<file path="config.mk">
export PLATFORM = sky130hd
export DESIGN_NAME = xmodem_crc_frame_receiver_unit
export DESIGN_NICKNAME = d
export VERILOG_FILES = /design/src/rtl/xcfr_pkg.sv /design/src/rtl/xmodem_crc_frame_receiver_unit.sv /design/src/rtl/xcfr_in_stage.sv /design/src/rtl/xcfr_core.sv /design/src/rtl/xcfr_out_stage.sv
export VERILOG_INCLUDE_DIRS = /design/src /design/src/rtl
export SDC_FILE = /design/constraint.sdc
export NUM_CORES = 1
export LEC_CHECK = 0
export ABC_AREA = 1
export CORE_MARGIN = 4
export CORE_UTILIZATION = 55
export DETAILED_ROUTE_END_ITERATION = 10
export DONT_BUFFER_PORTS = 1
export GPL_ROUTABILITY_DRIVEN = 0
export PLACE_DENSITY = 0.72
export SYNTH_ARGS = -nofsm -noshare
export SYNTH_HDL_FRONTEND = slang
export SYNTH_SLANG_ARGS = --single-unit
</file>
<file path="constraint.sdc">
create_clock -name clk_i -period 6.1 [get_ports clk_i]
set_input_delay 1.22 -clock clk_i [delete_from_list [all_inputs] [get_ports clk_i]]
set_output_delay 1.22 -clock clk_i [all_outputs]
set_load 0.01 [all_outputs]
</file>
<file path="src/rtl/xmodem_crc_frame_receiver_unit_assert.svh">
// assertion macros for the xmodem crc frame receiver
// no dependencies; included by xcfr_core, which checks its own logic
`ifndef XMODEM_CRC_FRAME_RECEIVER_UNIT_ASSERT_SVH
`define XMODEM_CRC_FRAME_RECEIVER_UNIT_ASSERT_SVH
`ifndef ASSERT_OFF
`define XCFR_ASSERT_IMP(lbl, clk, rstn, ante, cons) \
  lbl: assert property (@(posedge clk) disable iff (!rstn) (ante) |-> (cons)) \
    else $error("xcfr same-cycle check failed");
`define XCFR_ASSERT_NXT(lbl, clk, rstn, ante, cons) \
  lbl: assert property (@(posedge clk) disable iff (!rstn) (ante) |=> (cons)) \
    else $error("xcfr next-cycle check failed");
`else
`define XCFR_ASSERT_IMP(lbl, clk, rstn, ante, cons)
`define XCFR_ASSERT_NXT(lbl, clk, rstn, ante, cons)
`endif
`endif

</file>
<file path="src/rtl/xcfr_pkg.sv">
// shared types, codes and the crc-16 byte update for the xmodem frame receiver
// no dependencies
package xcfr_pkg;

  localparam logic [7:0] CODE_SOH = 8'h01;
  localparam logic [7:0] CODE_EOT = 8'h04;
  localparam logic [7:0] CODE_ACK = 8'h06;
  localparam logic [7:0] CODE_NAK = 8'h15;
  localparam logic [15:0] CRC_POLY = 16'h1021;
  localparam logic [7:0] MAX_PAYLOAD = 8'd128;
  localparam logic [7:0] SEQ_START = 8'd1;

  localparam logic [1:0] KIND_DATA = 2'd0;
  localparam logic [1:0] KIND_ACK  = 2'd1;
  localparam logic [1:0] KIND_NAK  = 2'd2;
  localparam logic [1:0] KIND_END  = 2'd3;

  typedef struct packed {
    logic [7:0] rx_byte;
    logic       unit_last;
  } item_t;

  typedef struct packed {
    logic [1:0]  kind;
    logic [7:0]  data;
    logic [7:0]  seq;
    logic [15:0] total;
  } res_t;

  // msb-first crc-16/xmodem over one byte
  function automatic logic [15:0] crc_byte(input logic [15:0] crc, input logic [7:0] b);
    logic [15:0] c;
    c = crc ^ {b, 8'h00};
    for (int k = 0; k < 8; k++) begin
      if (c[15]) begin
        c = {c[14:0], 1'b0} ^ CRC_POLY;
      end else begin
        c = {c[14:0], 1'b0};
      end
    end
    return c;
  endfunction

endpackage

</file>
<file path="src/rtl/xmodem_crc_frame_receiver_unit.sv">
// xmodem crc-16 frame receiver: link bytes in, payload/ack/nak/end results out
// throughput: one byte per cycle while the output does not stall; the crc byte update and phase step sit in one
// stage between the input register and the result register
// reset: asynchronous active low, empties both registers and sets sequence to 1
// depends on xcfr_pkg, xcfr_in_stage, xcfr_core, xcfr_out_stage
module xmodem_crc_frame_receiver_unit import xcfr_pkg::*; (
  input  logic        clk_i,
  input  logic        rst_ni,
  input  logic        valid_i,
  output logic        stall_o,
  input  logic [7:0]  rx_byte_i,
  input  logic        unit_last_i,
  output logic        valid_o,
  input  logic        stall_i,
  output logic [1:0]  out_kind_o,
  output logic [7:0]  out_byte_o,
  output logic [7:0]  out_seq_o,
  output logic [15:0] out_total_o
);

  item_t item;
  logic  item_valid;
  logic  consume;
  res_t  res;
  logic  res_valid;
  logic  out_ready;

  xcfr_in_stage u_in (
    .clk_i       (clk_i),
    .rst_ni      (rst_ni),
    .valid_i     (valid_i),
    .stall_o     (stall_o),
    .rx_byte_i   (rx_byte_i),
    .unit_last_i (unit_last_i),
    .item_o      (item),
    .item_valid_o(item_valid),
    .consume_i   (consume)
  );

  xcfr_core u_core (
    .clk_i       (clk_i),
    .rst_ni      (rst_ni),
    .item_i      (item),
    .item_valid_i(item_valid),
    .out_ready_i (out_ready),
    .consume_o   (consume),
    .res_o       (res),
    .res_valid_o (res_valid)
  );

  xcfr_out_stage u_out (
    .clk_i       (clk_i),
    .rst_ni      (rst_ni),
    .res_i       (res),
    .res_valid_i (res_valid),
    .ready_o     (out_ready),
    .valid_o     (valid_o),
    .stall_i     (stall_i),
    .out_kind_o  (out_kind_o),
    .out_byte_o  (out_byte_o),
    .out_seq_o   (out_seq_o),
    .out_total_o (out_total_o)
  );

endmodule

</file>
<file path="src/rtl/xcfr_in_stage.sv">
// input register for link bytes, one beat held until the core takes it
// depends on xcfr_pkg
module xcfr_in_stage import xcfr_pkg::*; (
  input  logic  clk_i,
  input  logic  rst_ni,
  input  logic  valid_i,
  output logic  stall_o,
  input  logic [7:0] rx_byte_i,
  input  logic  unit_last_i,
  output item_t item_o,
  output logic  item_valid_o,
  input  logic  consume_i
);

  logic  valid_q;
  item_t item_q;
  logic  load;

  assign stall_o = valid_q && !consume_i;
  assign load    = valid_i && !stall_o;

  always_ff @(posedge clk_i or negedge rst_ni) begin
    if (!rst_ni) begin
      valid_q <= 1'b0;
    end else if (load || consume_i) begin
      valid_q <= load;
    end
  end

  always_ff @(posedge clk_i) begin
    if (load) begin
      item_q <= '{rx_byte: rx_byte_i, unit_last: unit_last_i};
    end
  end

  assign item_o       = item_q;
  assign item_valid_o = valid_q;

endmodule

</file>
<file path="src/rtl/xcfr_core.sv">
// frame parser: phase machine, crc accumulator, sequence and total tracking
// depends on xcfr_pkg and the assertion macro header
`include "xmodem_crc_frame_receiver_unit_assert.svh"
module xcfr_core import xcfr_pkg::*; (
  input  logic  clk_i,
  input  logic  rst_ni,
  input  item_t item_i,
  input  logic  item_valid_i,
  input  logic  out_ready_i,
  output logic  consume_o,
  output res_t  res_o,
  output logic  res_valid_o
);

  typedef enum logic [2:0] {
    PH_IDLE, PH_SEQ, PH_LEN, PH_DATA, PH_CRCH, PH_CRCL, PH_SKIP
  } phase_e;

  phase_e      phase_q, phase_d;
  logic [7:0]  seq_q, seq_d;
  logic [7:0]  len_q, len_d;
  logic [7:0]  cnt_q, cnt_d;
  logic [15:0] crc_q, crc_d;
  logic [7:0]  crch_q, crch_d;
  logic        bad_q, bad_d;
  logic [15:0] total_q, total_d;

  logic        has_res;
  res_t        res;
  logic [16:0] sum;
  logic [7:0]  cnt_inc;
  logic [7:0]  b;
  logic        last;

  assign b       = item_i.rx_byte;
  assign last    = item_i.unit_last;
  assign sum     = {1'b0, total_q} + {9'd0, len_q};
  assign cnt_inc = cnt_q + 8'd1;

  always_comb begin
    phase_d = phase_q;
    seq_d   = seq_q;
    len_d   = len_q;
    cnt_d   = cnt_q;
    crc_d   = crc_q;
    crch_d  = crch_q;
    bad_d   = bad_q;
    total_d = total_q;
    has_res = 1'b0;
    res     = '{kind: KIND_NAK, data: CODE_NAK, seq: seq_q, total: total_q};
    case (phase_q)
      PH_IDLE: begin
        if (b == CODE_EOT && last) begin
          seq_d   = SEQ_START;
          total_d = '0;
          has_res = 1'b1;
          res     = '{kind: KIND_END, data: 8'h00, seq: SEQ_START, total: total_q};
        end else if (last) begin
          phase_d = PH_IDLE;
          has_res = 1'b1;
        end else if (b == CODE_SOH) begin
          bad_d   = 1'b0;
          crc_d   = '0;
          cnt_d   = '0;
          len_d   = '0;
          phase_d = PH_SEQ;
        end else begin
          bad_d   = 1'b1;
          phase_d = PH_SKIP;
        end
      end
      PH_SEQ: begin
        if (b != seq_q) begin
          bad_d = 1'b1;
        end
        if (last) begin
          phase_d = PH_IDLE;
          has_res = 1'b1;
        end else begin
          phase_d = PH_LEN;
        end
      end
      PH_LEN: begin
        len_d = b;
        if (last) begin
          phase_d = PH_IDLE;
          has_res = 1'b1;
        end else if (b > MAX_PAYLOAD) begin
          bad_d   = 1'b1;
          phase_d = PH_SKIP;
        end else begin
          cnt_d   = '0;
          phase_d = (b == 8'd0) ? PH_CRCH : PH_DATA;
        end
      end
      PH_DATA: begin
        if (last) begin
          phase_d = PH_IDLE;
          has_res = 1'b1;
        end else begin
          crc_d   = crc_byte(crc_q, b);
          cnt_d   = cnt_inc;
          if (cnt_inc >= len_q) begin
            phase_d = PH_CRCH;
          end
          has_res = 1'b1;
          res     = '{kind: KIND_DATA, data: b, seq: seq_q, total: total_q};
        end
      end
      PH_CRCH: begin
        crch_d = b;
        if (last) begin
          phase_d = PH_IDLE;
          has_res = 1'b1;
        end else begin
          phase_d = PH_CRCL;
        end
      end
      PH_CRCL: begin
        if (!last) begin
          bad_d   = 1'b1;
          phase_d = PH_SKIP;
        end else begin
          phase_d = PH_IDLE;
          has_res = 1'b1;
          if (!bad_q && crc_q == {crch_q, b}) begin
            total_d = sum[16] ? 16'hFFFF : sum[15:0];
            seq_d   = seq_q + 8'd1;
            res     = '{kind: KIND_ACK, data: CODE_ACK, seq: seq_d, total: total_d};
          end
        end
      end
      default: begin
        // skipping the rest of a bad unit, also recovers from an unused code
        if (last) begin
          phase_d = PH_IDLE;
          has_res = 1'b1;
        end else begin
          phase_d = PH_SKIP;
        end
      end
    endcase
  end

  assign consume_o   = item_valid_i && (!has_res || out_ready_i);
  assign res_valid_o = item_valid_i && has_res;
  assign res_o       = res;

  always_ff @(posedge clk_i or negedge rst_ni) begin
    if (!rst_ni) begin
      phase_q <= PH_IDLE;
      seq_q   <= SEQ_START;
      len_q   <= '0;
      cnt_q   <= '0;
      crc_q   <= '0;
      crch_q  <= '0;
      bad_q   <= 1'b0;
      total_q <= '0;
    end else if (consume_o) begin
      phase_q <= phase_d;
      seq_q   <= seq_d;
      len_q   <= len_d;
      cnt_q   <= cnt_d;
      crc_q   <= crc_d;
      crch_q  <= crch_d;
      bad_q   <= bad_d;
      total_q <= total_d;
    end
  end

  `XCFR_ASSERT_IMP(a_end_seq_start, clk_i, rst_ni,
    res_valid_o && res_o.kind == KIND_END, res_o.seq == SEQ_START)
  `XCFR_ASSERT_IMP(a_data_in_data_phase, clk_i, rst_ni,
    res_valid_o && res_o.kind == KIND_DATA, phase_q == PH_DATA)
  `XCFR_ASSERT_NXT(a_last_to_idle, clk_i, rst_ni,
    consume_o && item_i.unit_last, phase_q == PH_IDLE)
  `XCFR_ASSERT_NXT(a_total_grows, clk_i, rst_ni,
    consume_o && !(has_res && res.kind == KIND_END), total_q >= $past(total_q))

endmodule

</file>
<file path="src/rtl/xcfr_out_stage.sv">
// result register driving the output channel
// depends on xcfr_pkg
module xcfr_out_stage import xcfr_pkg::*; (
  input  logic       clk_i,
  input  logic       rst_ni,
  input  res_t       res_i,
  input  logic       res_valid_i,
  output logic       ready_o,
  output logic       valid_o,
  input  logic       stall_i,
  output logic [1:0] out_kind_o,
  output logic [7:0] out_byte_o,
  output logic [7:0] out_seq_o,
  output logic [15:0] out_total_o
);

  logic valid_q;
  res_t res_q;
  logic load;

  // free when empty or when the held beat leaves this cycle
  assign ready_o = !valid_q || !stall_i;
  assign load    = res_valid_i && ready_o;

  always_ff @(posedge clk_i or negedge rst_ni) begin
    if (!rst_ni) begin
      valid_q <= 1'b0;
    end else if (ready_o) begin
      valid_q <= res_valid_i;
    end
  end

  always_ff @(posedge clk_i) begin
    if (load) begin
      res_q <= res_i;
    end
  end

  assign valid_o     = valid_q;
  assign out_kind_o  = res_q.kind;
  assign out_byte_o  = res_q.data;
  assign out_seq_o   = res_q.seq;
  assign out_total_o = res_q.total;

endmodule

</file>
==> impl_metrics.json, run 1 <==
{
  "status": "finished clean",
  "grt_pass1_wl_um": 26700,
  "cts_tree": "built",
  "synth_area_leaders": "dfrtp_1 (26%), edfxtp_1 (20%), nand2_1 (16%)",
  "synth_edf_count": 43,
  "met3_usage_pct": 5.72,
  "tightest_slew_ns": 1.03,
  "dieArea_um2": 13800,
  "critPathMaxFanout": 3,
  "synth_top_family_by_area": "simple AND/OR/NAND/NOR gates",
  "start_util_pct": 56.9,
  "cp-start-kind": "primary input",
  "grt_max_degree": 71,
  "use_met1_pct": 31.8,
  "grt_antenna_before_repair": 0,
  "finalNetCount": 886,
  "hold_ws_ns": 0.495,
  "cts_setup_buffers": 0,
  "ys_warn_count": 0,
  "worstSetupEndpointType": "primary output",
  "setup-violations-final": 0,
  "clock-sinks": 113,
  "leakage_uw": 0.00353,
  "crit_type": "in2out",
  "placed_area_um2": 6680,
  "vias_per_cell": 5.57,
  "synthAdderAreaFrac_pct": 3.71,
  "dp.cells": 978,
  "clock_latency_ns": 0.42,
  "drt-wirelength-per-cell_um": 15.8,
  "synth.distinct_cells": 40,
  "synth_compound_area_share_pct": 6.96,
  "cts.repair.resized": 0,
  "busiest_layer": "met2",
  "netlist_area_um2": 6610,
  "synthFlopType": "dfrtp_1",
  "htree_levels": 4,
  "track_usage_pct": 24.1,
  "required_ns": 4.88,
  "drtIter0Drc": 523,
  "mostFrequentLayoutCell": "nand2_1",
  "clock_path_buffers": 2,
  "use_met2_pct": 37.7,
  "ys_seq_area_share_pct": 46.0,
  "diodes": 0,
  "rsz0062_at_grt": "no",
  "power_density_nw_per_um2": 386,
  "wl_um": 16000,
  "via_count": 5627,
  "detailed_place_hpwl_um": 11200,
  "muxShareOfSynthArea_pct": 0,
  "hp-class": "in2async",
  "synth.avg_cell_area_um2": 7.71,
  "synth_xor_area_share_pct": 4.63,
  "overflow": 0,
  "yosys.area_share.simple_pct": 30.5,
  "max_freq_mhz": 337,
  "clockRootBuffer": "clkbuf_16",
  "ir_drop_mv": 0.326,
  "std_cell_rows": 39,
  "layoutNonFillerInstCount": 1010,
  "die_w_um": 118,
  "clkTransAtPathRegs_ns": 0.05,
  "ys_seq_elements": 113,
  "boundaryPins": 49,
  "synth.top_cell.area_share_pct": 26.1,
  "cts-buffers-inserted": 17,
  "layout_min_cycle_time_ns": 2.97,
  "arrival_ns": 1.75,
  "drc": 0,
  "synth_area_leader_cell": "dfrtp_1",
  "hold_violations": 0,
  "cts_hold_buffers": 0,
  "finalClockSkew_ns": 0.00973,
  "synthesis.nets": 890,
  "fp.dieH_um": 118,
  "max-slew-margin-rel_pct": 31.5,
  "area_growth_pct": 9.23,
  "fin_crit_sh_pct": 48.7,
  "final_cell_mix": "nand2_1 (280), inv_1 (102), nand3_1 (76)",
  "drv_slew": 0,
  "portBuffers": 0,
  "core_area_um2": 11600,
  "maxCapViolCount": 0,
  "grt_pass1_vias": 5492,
  "drt-pass1-iter-count": 5,
  "ant_nets": 0,
  "fin_setup_tns_ns": 0,
  "syn_inst": 858,
  "synth-async-reset-ratio_pct": 61.9,
  "postLayoutCellArea_um2": 7220,
  "drive_gt1_share_pct": 6.81
}
[cells by family (layout without fill, tap and decap cells)]
group / after synthesis / after routing
AOI/OAI and AO/OA: 89 / 89
buffers and inverters: 134 / 143
DFF: 113 / 113
xor gates and xnor gates: 35 / 35
and+or+nand+nor: 468 / 468
adders and majority gates: 19 / 19
[worst paths after layout]
kind                                             endpoint                   startpoint  cells after the start  slack, ns
setup / recovery                                  stall_o                      stall_i                      4       3.13
hold / removal              u_core.total_q[7]$_DFFE_PN0P_                       rst_ni                      0       0.50
setup reg to reg           u_out.out_total_o[9]$_DFFE_PP_     u_in.item_o[2]$_DFFE_PP_                      9       3.30
hold reg to reg               u_core.cnt_q[7]$_DFFE_PN0P_  u_core.cnt_q[7]$_DFFE_PN0P_                      2       0.51
max in group asynchronous     u_core.seq_q[0]$_DFFE_PN1P_                       rst_ni                      0       5.43
min in group clk_i            u_core.cnt_q[7]$_DFFE_PN0P_  u_core.cnt_q[7]$_DFFE_PN0P_                      2       0.51
[metal layers]
metal	vias up	wire (um)
met3	34	979
met5	-	0
met1	2615	7180
li1	2750	-
met4	0	461
met2	228	7350
[critical path, cell delays in order]
cell and delay [ns]:
nand2_1 0.04, inv_1 0.13, nand2_1 0.09, nor2_1 0.26
[report_power, final]
| part | switching [uW] | internal, uW |
|---|---|---|
| registers | 130 | 927 |
| logic | 539 | 263 |
| clock network | 328 | 600 |
| total | 998 | 1790 |
[stage by stage]
stage	total power [uW]	util, %	worst slack [ns]
after floorplan	1680	-	2.89
after global placement	1810	57.5	3.18
after detailed placement	1840	57.5	3.13
after CTS	2780	62.2	3.12
after global routing	2960	62.2	3.02
final	2790	62.2	3.13
[cell usage after synthesis (2+ instances only)]
master	n
nand3_1	76
xnor2_1	16
buf_2	8
nand2_2	8
nor2_4	3
o21ai_1	8
dfrtp_1	69
nand3b_1	2
buf_4	5
inv_2	9
o21ai_0	59
or2_2	6
ha_1	18
nand2_1	280
or2_0	2
nor2_1	60
a21oi_1	13
xor2_1	19
nand4_1	16
nor3_1	5
edfxtp_1	43
o22ai_1	5
nor2_2	4
inv_1	102
clkbuf_1	7
[layout make-up]
class	instances	area [um2]
inverter	111	417
fill	1014	4390
sequential	113	3040
multi-input combinational	611	3040
clock buffer	22	454
tap	143	179
clock inverter	10	93.8
[flip-flops by register name, summed over array words and instances, names as in the netlist]
register           count
u_core.crc_q          16
u_core.total_q        16
u_out.out_total_o     16
u_in.item_o            9
u_core.cnt_q           8
u_core.crch_q          8
u_core.len_q           8
u_core.seq_q           8
u_out.out_byte_o       8
u_out.out_seq_o        8
u_core.phase_q         3
u_out.out_kind_o       2
u_core.bad_q           1
u_in.item_valid_o      1
u_out.valid_o          1
No activity file was read; power rests on OpenSTA's default activity.
==> inputs of run 2 (changes only) <==
Clock period 6.1 ns to 3 ns, I/O delays scaled along.
==> run 2 against run 1 <==
Net effect: clock skew grew 0.0012 ns; clock-buffer cell count shrank 4; clock power grew 110%.
==> impl_metrics.json, run 2 (synthesis gave the netlist of run 1 again) <==
{
  "p_comb_share_pct": 28.7,
  "path_common_cell": "nand2_1",
  "portBuffers": 0,
  "finalNetCount": 893,
  "worstSetupEndpointType": "flop",
  "rsz0062_at_grt": "no",
  "ant_nets": 0,
  "grt_antenna_before_repair": 0,
  "power_frac_seq_pct": 37.2,
  "cp-start-kind": "flop",
  "die_w_um": 118,
  "drt-wirelength-per-cell_um": 15.9,
  "track_usage_pct": 24.2,
  "hold_violations": 0,
  "vias_per_cell": 5.54,
  "cts-buffers-inserted": 17,
  "overflow": 0,
  "cts_tree": "built",
  "power.internal_uw": 3710,
  "reg2reg_to": "u_out.out_total_o[2]$_DFFE_PP_",
  "via_count": 5638,
  "hp-class": "in2async",
  "drt-pass1-iter-count": 5,
  "drive_gt1_share_pct": 8.01,
  "required_ns": 3.17,
  "finalClockSkew_ns": 0.0109,
  "clockRootBuffer": "clkbuf_16",
  "r2r-start": "u_core.total_q[0]$_DFFE_PN0P_",
  "drc": 0,
  "wl_um": 16200,
  "max-slew-margin-rel_pct": 53.8,
  "postLayoutCellArea_um2": 7330,
  "critPathMaxStageDelay_ns": 0.46,
  "max_freq_mhz": 378,
  "layout_min_cycle_time_ns": 2.65,
  "crit_type": "reg2reg",
  "setup-violations-final": 0,
  "layoutNonFillerInstCount": 1017,
  "grt_max_degree": 70,
  "core_area_um2": 11600,
  "fp.dieH_um": 118,
  "clock_path_buffers": 2,
  "boundaryPins": 49,
  "grt_pass1_wl_um": 26800,
  "dieArea_um2": 13800,
  "final_cell_mix": "nand2_1 (280), inv_1 (102), nand3_1 (76)",
  "path_cells": "ha_1, fa_1, nand2_1, nand3_1, nand3_1, nand2_1, nand2_1, o21ai_0, nand2_1, nand3_1",
  "worstRegToRegCells": 10,
  "fin_crit_sh_pct": 88.2,
  "hold_ws_ns": 0.0219,
  "mostFrequentLayoutCell": "nand2_1",
  "rrSetupSlack_ns": 0.35,
  "clkPwrFrac_pct": 34.1,
  "switching_share_pct": 35.8,
  "cts.repair.resized": 0,
  "start_util_pct": 56.9,
  "arrival_ns": 2.82,
  "cts_hold_buffers": 1,
  "clock-sinks": 113,
  "grt_pass1_vias": 5365,
  "slowest_stage": "nand2_1",
  "area_growth_pct": 10.8,
  "status": "finished clean",
  "power.switching_uw": 2060,
  "placed_area_um2": 6710,
  "fin_setup_tns_ns": 0,
  "ir_drop_mv": 0.540,
  "std_cell_rows": 39,
  "drtIter0Drc": 515,
  "tightest_slew_ns": 0.691,
  "critPathMaxFanout": 14,
  "cts_setup_buffers": 0,
  "clock_latency_ns": 0.42,
  "diodes": 0,
  "drv_slew": 0,
  "htree_levels": 4,
  "dp.cells": 983,
  "leakage_uw": 0.00358,
  "clkTransAtPathRegs_ns": 0.05,
  "maxCapViolCount": 0,
  "power_density_nw_per_um2": 788,
  "detailed_place_hpwl_um": 11400
}
run 2: changes by cell type in the layout (fill, tap and decap cells not counted), moves of 2 or more:
| cell | change |
|---|---|
| clkinv_2 | +3 |
| clkbuf_1 | -3 |
| clkinvlp_4 | +2 |
| clkinv_1 | -2 |
| buf_4 | +5 |
run 2: worst max-delay path, delay by kind of cell, from the launching register on:
family | cells | cell delay (ns)
compound gates | 1 | 0.22
flops | 1 | 0.39
simple gates | 7 | 1.07
fa+ha+maj | 2 | 0.70
run 2: worst max-delay path by stage:
stage                                        from                              to  slack (ns)  cells past startpoint
detailed placement  u_core.total_q[0]$_DFFE_PN0P_  u_out.out_total_o[2]$_DFFE_PP_        0.40                     10
floorplan           u_core.phase_q[2]$_DFFE_PN0P_   u_out.out_byte_o[0]$_DFFE_PP_        0.31                      6
CTS                 u_core.total_q[0]$_DFFE_PN0P_  u_out.out_total_o[2]$_DFFE_PP_        0.38                     10
finish              u_core.total_q[0]$_DFFE_PN0P_  u_out.out_total_o[2]$_DFFE_PP_        0.35                     10
global placement    u_core.total_q[0]$_DFFE_PN0P_  u_out.out_total_o[2]$_DFFE_PP_        0.43                     10
global route        u_core.total_q[0]$_DFFE_PN0P_  u_out.out_total_o[0]$_DFFE_PP_        0.12                     10
run 2: power groups by stage:
stage	sequential [uW]	combinational, uW	clock [uW]
2_1_floorplan	2090	1340	0
3_3_place_gp	2160	1540	0
3_5_place_dp	2170	1600	0
4_1_cts	2140	1630	1990
5_1_grt	2180	1880	2070
6_report	2150	1660	1970
run 2: layout make-up:
| class | instances | area (um2) |
|---|---|---|
| sequential | 113 | 3040 |
| inverter | 111 | 417 |
| fill | 978 | 4290 |
| timing repair buffer | 7 | 75.1 |
| clock inverter | 14 | 146 |
| multi-input combinational | 611 | 3040 |
| tap | 143 | 179 |
| clock buffer | 18 | 429 |
run 2: per-layer routing:
| layer | up-vias | GRT usage (%) | part of all wire, % |
|---|---|---|---|
| met3 | 41 | 6.73 | 7.0 |
| met1 | 2597 | 32.3 | 45 |
| met4 | 0 | 9.74 | 2.8 |
| li1 | 2765 | - | - |
| met5 | - | 0 | 0 |
| met2 | 235 | 37.5 | 46 |
run 2: per-stage QoR:
| step | power, uW | utilization (%) | setup slack, ns |
|---|---|---|---|
| after global routing | 6130 | 63.1 | 0.124 |
| after detailed placement | 3760 | 57.8 | 0.405 |
| after floorplan | 3420 | - | 0.311 |
| after global placement | 3700 | 57.8 | 0.430 |
| final | 5770 | 63.1 | 0.353 |
| after CTS | 5770 | 63.0 | 0.382 |
==> inputs of run 3 (changes only) <==
Settings changed: CORE_UTILIZATION 55 to 53, HOLD_SLACK_MARGIN set to 0.08, PLACE_DENSITY 0.72 to 0.7.
==> run 3 against run 2 <==
Net effect: sequential share of layout area shrank 0.45 points; via count grew 1.0%; total power grew 2.9%; largest power group unchanged.
==> impl_metrics.json, run 3 (synthesis gave the netlist of run 1 again) <==
{
  "cts.repair.resized": 0,
  "grt_pass1_vias": 5452,
  "finalNetCount": 893,
  "crit_family": "simple AND/OR/NAND/NOR gates",
  "final-seq-area_um2": 3040,
  "clkTransAtPathRegs_ns": 0.05,
  "setup-violations-final": 0,
  "track_usage_pct": 24.7,
  "fin_setup_tns_ns": 0,
  "final_cell_mix": "nand2_1 (280), inv_1 (102), nand3_1 (76)",
  "drt-pass1-iter-count": 5,
  "mostFrequentLayoutCell": "nand2_1",
  "boundaryPins": 49,
  "hp-class": "in2reg",
  "power_density_nw_per_um2": 802,
  "required_ns": 3.18,
  "critPathMaxFanout": 14,
  "rrSetupSlack_ns": 0.26,
  "overflow": 0,
  "placed_area_um2": 6750,
  "std_cell_rows": 40,
  "crit_type": "reg2reg",
  "clock_latency_ns": 0.43,
  "layout_min_cycle_time_ns": 2.74,
  "drtIter0Drc": 651,
  "clockRootBuffer": "clkbuf_16",
  "clock_path_buffers": 2,
  "cts_tree": "built",
  "via_count": 5695,
  "detailed_place_hpwl_um": 11400,
  "cp-start-kind": "flop",
  "hold_violations": 0,
  "drc": 0,
  "wl_met2_um": 7900,
  "max_freq_mhz": 365,
  "path_common_cell": "nand2_1",
  "diodes": 0,
  "critPathMaxStageDelay_ns": 0.47,
  "wl_um": 16800,
  "drive_gt1_share_pct": 8.35,
  "wl_met1_um": 7490,
  "tightest_slew_ns": 0.702,
  "fillerInstances": 1046,
  "vias_per_cell": 5.47,
  "area_growth_pct": 12.0,
  "grt_pass1_wl_um": 27400,
  "status": "finished clean",
  "max-slew-margin-rel_pct": 53.1,
  "ir_drop_mv": 0.592,
  "fp.dieH_um": 120,
  "dieArea_um2": 14300,
  "multi_input_area_um2": 3040,
  "fin_crit_sh_pct": 91.4,
  "top_layer": "met4",
  "leakage_uw": 0.00359,
  "maxCapViolCount": 0,
  "met3_length_um": 946,
  "grt_max_degree": 71,
  "start_util_pct": 54.6,
  "rsz0062_at_grt": "no",
  "portBuffers": 0,
  "drt-wirelength-per-cell_um": 16.2,
  "clock-sinks": 113,
  "htree_levels": 4,
  "drv_slew": 0,
  "postLayoutCoreUtil_pct": 61.2,
  "slowest_stage": "nand2_1",
  "grt_antenna_before_repair": 0,
  "worstSetupEndpointType": "flop",
  "path_cells": "ha_1, fa_1, nand2_1, nand3_1, nand3_1, nand2_1, nand2_1, o21ai_0, nand2_1, nand3_1",
  "ant_nets": 0,
  "arrival_ns": 2.92,
  "cts-buffers-inserted": 17,
  "core_area_um2": 12100,
  "path_buf_inv": 0,
  "postLayoutCellArea_um2": 7410,
  "finalClockSkew_ns": 0.0106,
  "die_w_um": 120
}
==> run 3: cell count changes in the layout (fill, tap and decap cells not counted) <==
cell        delta
clkinv_4       +3
clkinv_2       -4
clkbuf_8       +1
clkinv_1       -3
clkinvlp_4     +2
clkbuf_16      +1
==> run 3: metrics by stage <==
step           total power, uW  cells  hold WS (ns)  setup slack (ns)
5_1_grt                   6290   1042         0.241             0.108
3_3_place_gp              3700   1008         0.307             0.418
6_report                  5940   1042         0.262             0.258
3_5_place_dp              3760   1008         0.307             0.351
2_1_floorplan             3420    858         0.304             0.311
4_1_cts                   5930   1042         0.247             0.317
==> run 3: repair_timing <==
action                                 4_1_cts  5_1_grt
setup buffers                                0        0
hold buffers                                 2        0
endpoints found under the hold margin       70        0
==> run 3: worst paths after layout <==
| path | start | to | depth (start not counted) |
|---|---|---|---|
| min | rx_byte_i[5] | u_in.item_o[6]$_DFFE_PP_ | 0 |
| max | u_core.total_q[0]$_DFFE_PN0P_ | u_out.out_total_o[2]$_DFFE_PP_ | 10 |
| max reg2reg | u_core.total_q[0]$_DFFE_PN0P_ | u_out.out_total_o[2]$_DFFE_PP_ | 10 |
| min in group asynchronous | rst_ni | u_core.total_q[15]$_DFFE_PN0P_ | 2 |
| min reg2reg | u_core.bad_q$_DFFE_PN0P_ | u_core.bad_q$_DFFE_PN0P_ | 2 |
| max in group asynchronous | rst_ni | u_core.seq_q[0]$_DFFE_PN1P_ | 2 |
==> run 3: power by group <==
group          total, uW  switching [uW]  internal, uW
Sequential          2150             269          1880
Clock               2130             751          1370
Combinational       1660            1120           543
Total               5940            2140          3800
==> run 3: final cells by class <==
cell class              count  area share (%)
flip-flops and latches    113            41.1
well taps                 168            2.84
clock inverters            12            2.11
clock buffers              20            6.32
multi-input cells         611            41.0
inverters                 111            5.63
repair buffers              7            1.01
==> run 3: metal layers <==
layer | vias to the layer above | global-route usage [%]
li1 | 2760 | -
met1 | 2649 | 31.3
met2 | 238 | 39.9
met3 | 48 | 5.56
met4 | 0 | 12.4
met5 | - | 0
